$ cat src/rtcp_pkg.sv
// ----------------------------------------------------------------------------
// RTCP parser package
// Shared codes, field widths and the result record of the compound parser.
// ----------------------------------------------------------------------------
package rtcp_pkg;

  localparam logic [3:0] EV_HEADER   = 4'd0;
  localparam logic [3:0] EV_REPORT   = 4'd1;
  localparam logic [3:0] EV_ITEM     = 4'd2;
  localparam logic [3:0] EV_SBYTE    = 4'd3;
  localparam logic [3:0] EV_BSRC     = 4'd4;
  localparam logic [3:0] EV_BBYTE    = 4'd5;
  localparam logic [3:0] EV_AWORD    = 4'd6;
  localparam logic [3:0] EV_ABYTE    = 4'd7;
  localparam logic [3:0] EV_PEND     = 4'd8;
  localparam logic [3:0] EV_ERROR    = 4'd9;

  localparam logic [2:0] ERR_SHORT   = 3'd0;
  localparam logic [2:0] ERR_VERSION = 3'd1;
  localparam logic [2:0] ERR_OVERRUN = 3'd2;
  localparam logic [2:0] ERR_ITEM    = 3'd3;
  localparam logic [2:0] ERR_PRIV    = 3'd4;
  localparam logic [2:0] ERR_REASON  = 3'd5;

  localparam logic [7:0] PT_SR   = 8'd200;
  localparam logic [7:0] PT_RR   = 8'd201;
  localparam logic [7:0] PT_SDES = 8'd202;
  localparam logic [7:0] PT_BYE  = 8'd203;
  localparam logic [7:0] PT_APP  = 8'd204;
  localparam logic [7:0] SDES_PRIV = 8'd8;

  localparam logic [3:0] PH_HDR   = 4'd0;
  localparam logic [3:0] PH_RPT   = 4'd1;
  localparam logic [3:0] PH_SSRC  = 4'd2;
  localparam logic [3:0] PH_TYPE  = 4'd3;
  localparam logic [3:0] PH_LEN   = 4'd4;
  localparam logic [3:0] PH_PRIV  = 4'd5;
  localparam logic [3:0] PH_DATA  = 4'd6;
  localparam logic [3:0] PH_PAD   = 4'd7;
  localparam logic [3:0] PH_BSRC  = 4'd8;
  localparam logic [3:0] PH_BLEN  = 4'd9;
  localparam logic [3:0] PH_BDATA = 4'd10;
  localparam logic [3:0] PH_AWORD = 4'd11;
  localparam logic [3:0] PH_ADATA = 4'd12;

  localparam int MAX_RES = 3;

  typedef struct packed {
    logic [3:0]  ev;
    logic [7:0]  ptype;
    logic [4:0]  hcount;
    logic [4:0]  blk;
    logic [2:0]  wrd;
    logic [31:0] value;
    logic [31:0] ssrc;
    logic [7:0]  kind;
    logic [7:0]  ilen;
    logic [7:0]  plen;
    logic [2:0]  ecode;
    logic        last;
  } res_t;

  typedef struct packed {
    logic [1:0] cnt;
    res_t       r0;
    res_t       r1;
    res_t       r2;
  } group_t;

endpackage

$ cat src/rtcp_front.sv
// ----------------------------------------------------------------------------
// RTCP parser front end
// Parses one byte per cycle unless stalled and produces a group of up to two results.
// ----------------------------------------------------------------------------
module rtcp_front (
  input  logic                clk,
  input  logic                rst,
  input  logic                in_valid,
  output logic                in_stall,
  input  logic [7:0]          in_byte,
  input  logic                in_last,
  output logic                grp_valid,
  output rtcp_pkg::group_t    grp,
  input  logic                grp_stall
);
  import rtcp_pkg::*;

  logic [3:0]  phase, phase_next;
  logic [1:0]  hseen, hseen_next;
  logic [17:0] left, left_next;
  logic [31:0] gather, gather_next;
  logic [7:0]  ctype, ctype_next;
  logic [4:0]  ccount, ccount_next;
  logic [4:0]  blk, blk_next;
  logic [2:0]  wrd, wrd_next;
  logic [31:0] cssrc, cssrc_next;
  logic [7:0]  ileft, ileft_next;
  logic [7:0]  ikind, ikind_next;
  logic [7:0]  hlen, hlen_next;
  logic [7:0]  hpre, hpre_next;
  logic        halted, halted_next;
  logic        skip, skip_next;

  res_t        rs [MAX_RES];
  logic [1:0]  n;
  group_t      g;
  logic        take;

  assign in_stall = grp_valid && grp_stall;
  assign take     = in_valid && !in_stall;

  function automatic res_t base(logic [3:0] ev, logic [7:0] t, logic [4:0] c);
    res_t r;
    r = '0;
    r.ev = ev;
    r.ptype = t;
    r.hcount = c;
    return r;
  endfunction

  always_comb begin
    logic [31:0] wg;
    logic [17:0] rem;
    logic        wdone;
    logic [15:0] words;
    logic [2:0]  heads;
    logic [2:0]  wi;
    res_t        r;
    phase_next = phase; hseen_next = hseen; left_next = left;
    ctype_next = ctype; ccount_next = ccount; blk_next = blk; wrd_next = wrd;
    cssrc_next = cssrc; ileft_next = ileft; ikind_next = ikind;
    hlen_next = hlen; hpre_next = hpre; halted_next = halted; skip_next = skip;
    rs[0] = '0; rs[1] = '0; rs[2] = '0;
    n = 2'd0;
    wg = {gather[23:0], in_byte};
    gather_next = gather;
    rem = '0; wdone = 1'b0; words = '0; heads = '0; wi = '0; r = '0;
    if (halted) begin
      if (in_last) begin
        halted_next = 1'b0; phase_next = PH_HDR; hseen_next = '0; skip_next = 1'b0;
      end
    end else begin
      gather_next = wg;
      if (phase == PH_HDR && !skip) begin
        if (hseen == 2'd0) ccount_next = in_byte[4:0];
        if (hseen == 2'd1) ctype_next = in_byte;
        if (hseen != 2'd3) begin
          if (in_last) begin
            rs[0] = base(EV_ERROR, 8'd0, 5'd0);
            rs[0].ecode = ERR_SHORT;
            n = 2'd1;
          end else begin
            hseen_next = hseen + 2'd1;
          end
        end else begin
          hseen_next = '0;
          if (wg[31:30] != 2'd2) begin
            rs[0] = base(EV_ERROR, ctype, ccount);
            rs[0].ecode = ERR_VERSION;
            n = 2'd1;
            if (!in_last) halted_next = 1'b1;
          end else begin
            words = wg[15:0];
            rs[0] = base(EV_HEADER, ctype, ccount);
            rs[0].value = {16'd0, words};
            n = 2'd1;
            left_next = {words, 2'b00};
            blk_next = '0; wrd_next = '0; skip_next = 1'b0;
            case (ctype)
              PT_SR, PT_RR: phase_next = PH_RPT;
              PT_SDES: begin
                phase_next = PH_SSRC;
                if (ccount == 5'd0) skip_next = 1'b1;
              end
              PT_BYE:  phase_next = (ccount == 5'd0) ? PH_BLEN : PH_BSRC;
              PT_APP:  phase_next = PH_AWORD;
              default: begin
                phase_next = PH_HDR; skip_next = 1'b1;
              end
            endcase
            if (words == 16'd0) begin
              rs[1] = base(EV_PEND, ctype, ccount);
              n = 2'd2;
              phase_next = PH_HDR; skip_next = 1'b0;
            end else if (in_last) begin
              rs[1] = base(EV_ERROR, ctype, ccount);
              rs[1].ecode = ERR_OVERRUN;
              n = 2'd2;
            end
          end
        end
      end else begin
        rem = (left == '0) ? '0 : left - 18'd1;
        wdone = (rem[1:0] == 2'b00);
        r = base(EV_ITEM, ctype, ccount);
        r.blk = blk; r.ssrc = cssrc; r.kind = ikind; r.ilen = hlen; r.plen = hpre;
        if (!skip) begin
          case (phase)
            PH_RPT: if (wdone) begin
              rs[0] = base(EV_REPORT, ctype, ccount);
              rs[0].blk = blk; rs[0].wrd = wrd; rs[0].value = wg;
              n = 2'd1;
              wi = wrd + 3'd1;
              heads = (blk != '0 || ctype == PT_SR) ? 3'd6 : 3'd1;
              wrd_next = wi;
              if (wi >= heads) begin
                wrd_next = '0;
                if (blk >= ccount) skip_next = 1'b1;
                else blk_next = blk + 5'd1;
              end
            end
            PH_SSRC: if (wdone) begin
              cssrc_next = wg; phase_next = PH_TYPE;
            end
            PH_TYPE: begin
              if (in_byte == 8'd0) begin
                if (wdone) begin
                  if ({1'b0, blk} + 6'd1 >= {1'b0, ccount}) skip_next = 1'b1;
                  else begin
                    blk_next = blk + 5'd1; phase_next = PH_SSRC;
                  end
                end else phase_next = PH_PAD;
              end else begin
                ikind_next = in_byte; phase_next = PH_LEN;
              end
            end
            PH_PAD: if (wdone) begin
              if ({1'b0, blk} + 6'd1 >= {1'b0, ccount}) skip_next = 1'b1;
              else begin
                blk_next = blk + 5'd1; phase_next = PH_SSRC;
              end
            end
            PH_LEN: begin
              hlen_next = in_byte; hpre_next = '0;
              r.ilen = in_byte; r.plen = '0;
              if ({10'd0, in_byte} > rem) begin
                rs[0] = base(EV_ERROR, ctype, ccount);
                rs[0].ecode = ERR_ITEM; n = 2'd1; skip_next = 1'b1;
              end else if (in_byte == 8'd0) begin
                rs[0] = r; n = 2'd1; phase_next = PH_TYPE;
              end else if (ikind == SDES_PRIV) begin
                phase_next = PH_PRIV;
              end else begin
                rs[0] = r; n = 2'd1; ileft_next = in_byte; phase_next = PH_DATA;
              end
            end
            PH_PRIV: begin
              if ({1'b0, in_byte} + 9'd1 > {1'b0, hlen}) begin
                rs[0] = base(EV_ERROR, ctype, ccount);
                rs[0].ecode = ERR_PRIV; n = 2'd1; skip_next = 1'b1;
              end else begin
                hpre_next = in_byte;
                r.plen = in_byte;
                rs[0] = r; n = 2'd1;
                ileft_next = hlen - 8'd1;
                phase_next = (hlen == 8'd1) ? PH_TYPE : PH_DATA;
              end
            end
            PH_DATA: begin
              r.ev = EV_SBYTE; r.value = {24'd0, in_byte};
              rs[0] = r; n = 2'd1;
              ileft_next = ileft - 8'd1;
              if (ileft == 8'd1) phase_next = PH_TYPE;
            end
            PH_BSRC: if (wdone) begin
              rs[0] = base(EV_BSRC, ctype, ccount);
              rs[0].blk = blk; rs[0].value = wg; n = 2'd1;
              if ({1'b0, blk} + 6'd1 >= {1'b0, ccount}) phase_next = PH_BLEN;
              else blk_next = blk + 5'd1;
            end
            PH_BLEN: begin
              hlen_next = in_byte;
              if ({10'd0, in_byte} > rem) begin
                rs[0] = base(EV_ERROR, ctype, ccount);
                rs[0].ecode = ERR_REASON; n = 2'd1; skip_next = 1'b1;
              end else if (in_byte == 8'd0) skip_next = 1'b1;
              else begin
                ileft_next = in_byte; phase_next = PH_BDATA;
              end
            end
            PH_BDATA: begin
              rs[0] = base(EV_BBYTE, ctype, ccount);
              rs[0].value = {24'd0, in_byte}; rs[0].ilen = hlen; n = 2'd1;
              ileft_next = ileft - 8'd1;
              if (ileft == 8'd1) skip_next = 1'b1;
            end
            PH_AWORD: if (wdone) begin
              rs[0] = base(EV_AWORD, ctype, ccount);
              rs[0].wrd = wrd; rs[0].value = wg; n = 2'd1;
              wrd_next = wrd + 3'd1;
              if (wrd + 3'd1 >= 3'd2) phase_next = PH_ADATA;
            end
            PH_ADATA: begin
              rs[0] = base(EV_ABYTE, ctype, ccount);
              rs[0].value = {24'd0, in_byte}; n = 2'd1;
            end
            default: skip_next = 1'b1;
          endcase
        end
        left_next = rem;
        if (rem == '0) begin
          rs[n] = base(EV_PEND, ctype_next, ccount_next);
          n = n + 2'd1;
          phase_next = PH_HDR; skip_next = 1'b0; hseen_next = '0;
        end else if (in_last) begin
          rs[n] = base(EV_ERROR, ctype_next, ccount_next);
          rs[n].ecode = ERR_OVERRUN;
          n = n + 2'd1;
        end
      end
      if (in_last) begin
        phase_next = PH_HDR; hseen_next = '0; skip_next = 1'b0; left_next = '0;
      end
    end
    if (n != 2'd0) rs[n - 2'd1].last = 1'b1;
    g.cnt = n; g.r0 = rs[0]; g.r1 = rs[1]; g.r2 = rs[2];
  end

  always_ff @(posedge clk) begin
    if (rst) begin
      phase <= PH_HDR; hseen <= '0; left <= '0; gather <= '0; ctype <= '0;
      ccount <= '0; blk <= '0; wrd <= '0; cssrc <= '0; ileft <= '0;
      ikind <= '0; hlen <= '0; hpre <= '0; halted <= 1'b0; skip <= 1'b0;
      grp_valid <= 1'b0;
    end else begin
      if (take) begin
        phase <= phase_next; hseen <= hseen_next; left <= left_next;
        gather <= gather_next; ctype <= ctype_next; ccount <= ccount_next;
        blk <= blk_next; wrd <= wrd_next; cssrc <= cssrc_next;
        ileft <= ileft_next; ikind <= ikind_next; hlen <= hlen_next;
        hpre <= hpre_next; halted <= halted_next; skip <= skip_next;
        grp_valid <= (n != 2'd0);
      end else if (!grp_stall) begin
        grp_valid <= 1'b0;
      end
    end
  end

  always_ff @(posedge clk) begin
    if (take) grp <= g;
  end

endmodule

$ cat src/rtcp_back.sv
// ----------------------------------------------------------------------------
// RTCP parser back end
// Queues result groups and sends their results one per transaction.
// ----------------------------------------------------------------------------
module rtcp_back #(
  parameter int DEPTH = 4
) (
  input  logic             clk,
  input  logic             rst,
  input  logic             grp_valid,
  input  rtcp_pkg::group_t grp,
  output logic             grp_stall,
  output logic             out_valid,
  output rtcp_pkg::res_t   out_res,
  input  logic             out_stall
);
  import rtcp_pkg::*;

  localparam int AW = (DEPTH > 1) ? $clog2(DEPTH) : 1;

  group_t         mem [DEPTH];
  logic [AW-1:0]  wp, rp;
  logic [AW:0]    fill;
  logic [1:0]     sel;
  logic           push, pop, send;
  group_t         head;

  assign head      = mem[rp];
  assign grp_stall = (fill == (AW+1)'(DEPTH));
  assign push      = grp_valid && !grp_stall;
  assign out_valid = (fill != '0);
  assign send      = out_valid && !out_stall;
  assign pop       = send && (sel + 2'd1 == head.cnt);

  always_comb begin
    case (sel)
      2'd0:    out_res = head.r0;
      2'd1:    out_res = head.r1;
      default: out_res = head.r2;
    endcase
  end

  always_ff @(posedge clk) begin
    if (rst) begin
      wp <= '0; rp <= '0; fill <= '0; sel <= '0;
    end else begin
      if (push) wp <= (wp == AW'(DEPTH - 1)) ? '0 : wp + AW'(1);
      if (pop) rp <= (rp == AW'(DEPTH - 1)) ? '0 : rp + AW'(1);
      if (send) sel <= pop ? 2'd0 : sel + 2'd1;
      fill <= fill + (AW+1)'(push) - (AW+1)'(pop);
    end
  end

  always_ff @(posedge clk) begin
    if (push) mem[wp] <= grp;
  end

endmodule

$ cat src/rtcp_compound_packet_parser_unit.sv
// ----------------------------------------------------------------------------
// RTCP compound packet parser
// Results are registered in the front end, then queued in the back end.
// Throughput: one byte per cycle; results leave one per cycle while out_stall
// is low, so bytes giving several results fill the queue and may stall input.
// Reset: synchronous, returns to header parsing with an empty queue.
// ----------------------------------------------------------------------------
module rtcp_compound_packet_parser_unit #(
  parameter int QUEUE_DEPTH = 4
) (
  input  logic        clk,
  input  logic        rst,
  input  logic        in_valid,
  output logic        in_stall,
  input  logic [7:0]  data_byte,
  input  logic        last_byte,
  output logic        out_valid,
  input  logic        out_stall,
  output logic [3:0]  event_res,
  output logic [7:0]  packet_type,
  output logic [4:0]  header_count,
  output logic [4:0]  block_number,
  output logic [2:0]  word_number,
  output logic [31:0] field_value,
  output logic [31:0] source_id,
  output logic [7:0]  item_kind,
  output logic [7:0]  item_length,
  output logic [7:0]  prefix_length,
  output logic [2:0]  error_code,
  output logic        last_of_run
);
  import rtcp_pkg::*;

  logic   gv, gs;
  group_t g;
  res_t   r;

  rtcp_front u_front (
    .clk(clk), .rst(rst), .in_valid(in_valid), .in_stall(in_stall),
    .in_byte(data_byte), .in_last(last_byte),
    .grp_valid(gv), .grp(g), .grp_stall(gs)
  );

  rtcp_back #(.DEPTH(QUEUE_DEPTH)) u_back (
    .clk(clk), .rst(rst), .grp_valid(gv), .grp(g), .grp_stall(gs),
    .out_valid(out_valid), .out_res(r), .out_stall(out_stall)
  );

  assign event_res     = r.ev;
  assign packet_type   = r.ptype;
  assign header_count  = r.hcount;
  assign block_number  = r.blk;
  assign word_number   = r.wrd;
  assign field_value   = r.value;
  assign source_id     = r.ssrc;
  assign item_kind     = r.kind;
  assign item_length   = r.ilen;
  assign prefix_length = r.plen;
  assign error_code    = r.ecode;
  assign last_of_run   = r.last;

  a_event_range: assert property (@(posedge clk) disable iff (rst)
    out_valid |-> event_res <= EV_ERROR) else $error("event code out of range");
  a_err_code: assert property (@(posedge clk) disable iff (rst)
    (out_valid && event_res == EV_ERROR) |-> error_code <= ERR_REASON)
    else $error("bad error code");
  a_last_advance: assert property (@(posedge clk) disable iff (rst)
    (out_valid && !out_stall && !last_of_run) |=> out_valid)
    else $error("result group broken");

endmodule
$ cat config.mk
export PLATFORM = sky130hd
export DESIGN_NAME = rtcp_compound_packet_parser_unit
export DESIGN_NICKNAME = d
export VERILOG_FILES = /design/src/rtcp_pkg.sv /design/src/rtcp_front.sv /design/src/rtcp_back.sv /design/src/rtcp_compound_packet_parser_unit.sv
export SDC_FILE = /design/constraint.sdc
export NUM_CORES = 1
export LEC_CHECK = 0
export ABC_CLOCK_PERIOD_IN_PS = 10430
export BUFFER_PORTS_ARGS = -buffer_cell sky130_fd_sc_hd__buf_4
export CORE_ASPECT_RATIO = 0.9
export CORE_MARGIN = 2
export CORE_UTILIZATION = 45
export DETAILED_ROUTE_END_ITERATION = 8
export HOLD_SLACK_MARGIN = 0.02
export PLACE_DENSITY = 0.7
export SLEW_MARGIN = 30
export SYNTH_ARGS = -nofsm -noshare
export SYNTH_HDL_FRONTEND = slang
export SYNTH_SLANG_ARGS = --single-unit
$ cat constraint.sdc
create_clock -name clk -period 10.43 [get_ports clk]
set_clock_uncertainty 0.05 [all_clocks]
set_input_delay 1.043 -clock clk [delete_from_list [all_inputs] [get_ports clk]]
set_output_delay 1.043 -clock clk [all_outputs]
set_load 0.05 [all_outputs]
* Word level (Yosys, flattened, before mapping)
Memory sizes are Yosys's and may differ from the RTL's. A register that Yosys moved wholly into a read port is not among the register bits. Cells that the tools add are included.
Word-level totals: register bits after elaboration 498, bits in latches 0, memory bits (writable) 1412, memory bits (read-only) 0, bits of input ports 13, output and inout port bits 119, logic and storage cells 360, memories kept 1
Cells by class: add/subtract/negate cells 15, multipliers 0, divide/modulo/power cells 0, order comparisons 10, equal/unequal tests 58, shift-type cells 0, multiplexer cells 160, bitwise operators 6, reduce and logical (&&, ||, !) cells 53
Memory list:
- u_back.mem | words 4, bits a word 353, read ports 1, clocked after Yosys merged registers in 1, write ports 1, line rtcp_back.sv:21 | group_t mem [DEPTH];
Operator list (number):
- 117-bit 2-to-1 mux | 15
- 351-bit bitwise mux | 4
- 351-bit 2-to-1 mux | 4
- 117-bit one-hot mux with 9 select lines | 1
- 117-bit demux with 2-bit select | 3
- 234-bit 2-to-1 mux | 1
- 117-bit one-hot mux with 2 select lines | 1
- 116-bit 2-to-1 mux | 2
- 115-bit 2-to-1 mux | 2
- 114-bit 2-to-1 mux | 1
- 4-bit 2-to-1 mux | 25
- 18-bit 2-to-1 mux | 5
- 8-bit 2-to-1 mux | 7
- 2-bit 2-to-1 mux | 25
- 5-bit 2-to-1 mux | 10
- 8-bit equality test (second input constant) | 5
- 18-bit zero test | 2
- 1-bit 2-to-1 mux | 36
- 4-bit one-hot mux with 9 select lines | 1
- 5-bit by 2-bit inequality test with 1-bit output (second input constant) | 7
- 8-bit one-hot mux with 4 select lines | 1
- 3-bit 2-to-1 mux | 9
- 2-bit inequality test (second input constant) | 13
- 4-bit equality test (second input constant) | 5
- other kinds (67) | 117

* Depth between registers and ports, before layout
word-level depth 21, depth in mapped cells 22, gate-level depth less buffers 20

* By module
A second synthesis with hierarchy kept.
Unflattened totals: cells, all modules 3965, area, all modules 68553.2 µm²
By module, submodules not included:
- rtcp_back | times used 1, cells each 2298, area each 53278.6 µm²
- rtcp_front | times used 1, cells each 1667, area each 15274.6 µm²

* Worst setup path before layout
OpenSTA, ideal clock, no wires.
path kind input port to flip-flop, from input in_valid, to register u_front.phase[1], arrival time 6016 ps, setup slack 4233 ps, stages on the path 6, path buffers 1, path through and2_1 -> clkbuf_1 -> nand2_1 -> a211oi_1 -> or2_2 -> a311oi_1
Between the ends: word-level cells in the longest chain between the ends 2
RTL lines:
- from (decl) | line rtcp_compound_packet_parser_unit.sv:13 | input logic in_valid,
- 1-bit logical AND | line rtcp_front.sv:40 | assign take = in_valid && !in_stall;
- named net u_front.take | line rtcp_front.sv:37 | logic take;
- 17-bit AND reduction (no source line)
- to (signal assigned) | line rtcp_front.sv:257 | phase <= phase_next; hseen <= hseen_next; left <= left_next;
- to (decl) | line rtcp_front.sv:18 | logic [3:0] phase, phase_next;
The timed path passes the listed nets, and every way through them passes these cells. A chain may end at the register's enable or synchronous reset.

==> impl_metrics.toml <==
[clock_tree]
cts_buffers = 83
clock_latency_ns = 0.64
cts_root_buf = "clkbuf_16"
htreeDepth = 3
clk_pin_slew_ns = 0.06
post-cts-setup-buffer-count = 0
clockBufferDepth = 3
hold_buffers = 0
cts_tree = "yes"
cts_resized = 0
cts_sinks = 822

[synth]
synth_edf_count = 675
ys.flop_type = "edfxtp_1"
ys_types = 83
syn-num-nets = 2405
yosys_warnings = 0
synth_top_area_share_pct = 59.3
yosysSeqAreaShare_pct = 67.9
synth-async-reset-ratio_pct = 0
synth_area_per_cell_um2 = 14.6
ys_top_cells_by_area = "edfxtp_1 59%, mux4_2 8.9%, dfxtp_1 8.6%"
ys_seq_elements = 822
synth.cells.most_frequent = "675 x edfxtp_1, 215 x and2_1, 210 x nand2_1"
synth_top_area_cell = "edfxtp_1"
synth_area_um2 = 34200
syn-instance-count = 2337
yosysMostFrequentCell = "edfxtp_1"

[pwr]
switching_power_uw = 3540
p_seq_share_pct = 39.6
p_comb_share_pct = 30.9
ir_drop_mv = 0.127
p_leak_uw = 0.0132
powerDensity_nw_per_um2 = 261
internal_power_uw = 6660
clock_power_share_pct = 29.5
p_sw_share_pct = 34.7

[route]
via_count = 20100
drtPass1Iterations = 6
vias_per_cell = 5.68
drtIter0Drc = 2095
post_drt_wl_per_cell_um = 23.4
ant_nets = 0
drcViolationCount = 0
routed_wl_um = 82800

[setup_path]
crit_buf_inv = 3
worstPathArrival_ns = 3.99
cp_max_fo = 59
crit_chain = "buf_4, buf_4, mux4_2, a22oi_1, nand2_1, buf_4"
required_ns = 9.34
critical_path.most_common_cell = "buf_4"
start_kind = "register"
crit_family = "buffers and inverters"
slowest_delay_ns = 0.80
path_class = "reg -> out"
cpMaxStageDelayCell = "buf_4"
crit_path_end_kind = "primary output"

[final_layout]
fill_cells = 6015
final_net_count = 2526
insertedDiodeCount = 0
layout-drive-gt1-share_pct = 18.4
layout.cells.non_filler = 3545
syn_to_final_growth_pct = 14.5

[place]
place_hpwl_um = 52700
globalplace.congestion = 0.897
port_buffers = 131
dp_cells = 3389

[grt]
antenna_found_initial = 0
grt_pass1_vias = 19800
grt_pass1_wl_um = 125000
gr-total-overflow = 0
grtUsageTotal_pct = 21.2
grt_max_degree = 86

[status]
status = "completed"

[timing]
maxSlewViolCount = 0
setup_viol = 0
finalHoldViolations = 0
setup_tns_ns = 0
finalCriticalPeriod_ns = 5.08
fmax_ghz = 0.197
rsz0062_at_grt = "false"
slew_headroom_pct = 35.1
worst_slew_pin_slew_ns = 0.973
fin_crit_sh_pct = 48.7

[floorplanning]
die_area_um2 = 78200
start_util_pct = 45.6
die_h_um = 266
fp.coreArea_um2 = 75000
rows = 95
ioPinCount = 132
die_w_um = 295

[job]
cap_violations = 0

[worst_hold_path]
holdCritPathClass = "reg -> reg"
## placed cells by master (no fill, tap or decap), drive strengths merged, types with 14 or more instances in the layout
cell type,instances
nor4,16
o21ai,45
nand2b,18
xnor2,23
a22oi,34
mux2i,23
edfxtp,675
a21oi,125
and2,215
nor2,150
buf,167
nor2b,14
a22o,14
nand3,39
a211oi,16
ha,54
nand4,14
mux4,135
dfxtp,147
nor3,29
clkbuf,115
nand2,210
inv,54
clkinv,21
## worst reg2reg max path, stage by stage (launching register included)
cell and delay [ns]:
dfxtp_1 0.42, inv_1 0.13, ha_1 0.14, or4b_1 0.46
nand4bb_1 0.36, or2_2 0.49, o21ai_0 0.17, ha_1 0.30
nand3_1 0.12, a21oi_1 0.06, o21a_1 0.23, o2111a_1 0.17
nor2_1 0.39, inv_1 0.16, ha_1 0.24, nor2_1 0.11
o21ai_0 0.11, nand3_1 0.20, nand2_1 0.12, and2_1 0.15
## power groups by stage
stage | Sequential [uW] | Clock [uW] | Combinational [uW]
5_1_grt | 4070 | 3190 | 3360
3_3_place_gp | 4090 | 0 | 3140
4_1_cts | 4050 | 3070 | 3170
2_1_floorplan | 4060 | 0 | 2210
6_report | 4040 | 3010 | 3160
3_5_place_dp | 4110 | 0 | 3160
## cell type report
type	instances	area, um^2	area share (%)
clock buffers	115	2310	5.89
clock inverters	39	489	1.25
inverters	47	176	0.450
multi-input cells	1337	10400	26.5
flip-flops and latches	822	23200	59.3
well taps	1018	1270	3.25
repair buffers	167	1320	3.36
## sequential cells by signal, summed over array words and instances, names as in the netlist, 4 cells and up, named ones only
signal / count
u_back.mem: 540
u_front.grp: 135
u_front.cssrc: 32
u_front.gather: 24
u_front.left: 18
u_front.ctype: 8
u_front.hlen: 8
u_front.hpre: 8
u_front.ikind: 8
u_front.ileft: 8
u_front.blk: 5
u_front.ccount: 5
u_front.phase: 4
## kinds of logic (layout without fill, tap and decap cells)
group	count (synthesis)	in the layout	share of synthesized area [%]
mux	159	159	9.59
fa+ha+maj	55	55	2.03
compound gates	330	330	6.36
simple gates	757	757	11.2
xor+xnor	36	36	0.922
flops	822	822	67.9
buf+inv	178	368	2.03
## path summary, 6_finish.rpt
path / depth (start not counted) / slack [ns] / end / startpoint
worst max-delay path: 6 / 5.35 / last_of_run / register
worst min-delay path: 2 / 0.40 / u_front.cssrc[9]$_SDFFE_PP0P_ / u_front.cssrc[9]$_SDFFE_PP0P_
worst max register to register: 19 / 5.61 / u_front.grp[117]$_SDFFCE_PN0P_ / u_front.left[0]$_SDFFE_PP0P_
worst min register to register: 2 / 0.40 / u_front.cssrc[9]$_SDFFE_PP0P_ / u_front.cssrc[9]$_SDFFE_PP0P_
## metrics by stage
step | util (%) | worst slack, ns | hold slack, ns | total power (uW) | area, um^2
floorplan | - | 4.23 | 0.382 | 6270 | 34200
global placement | 48.3 | 5.61 | 0.390 | 7230 | 36200
detailed placement | 48.4 | 5.60 | 0.392 | 7270 | 36300
CTS | 52.1 | 5.23 | 0.400 | 10300 | 39100
global route | 52.2 | 5.15 | 0.423 | 10600 | 39200
finish | 52.2 | 5.35 | 0.401 | 10200 | 39200
## metal layers
| layer | part of all wire [%] | global-route usage [%] |
|---|---|---|
| met1 | 42 | 29.5 |
| met2 | 48 | 33.9 |
| met3 | 6.6 | 3.75 |
| met4 | 3.2 | 7.14 |
| met5 | 0 | 0 |
Power figures use the tool's default switching activity.
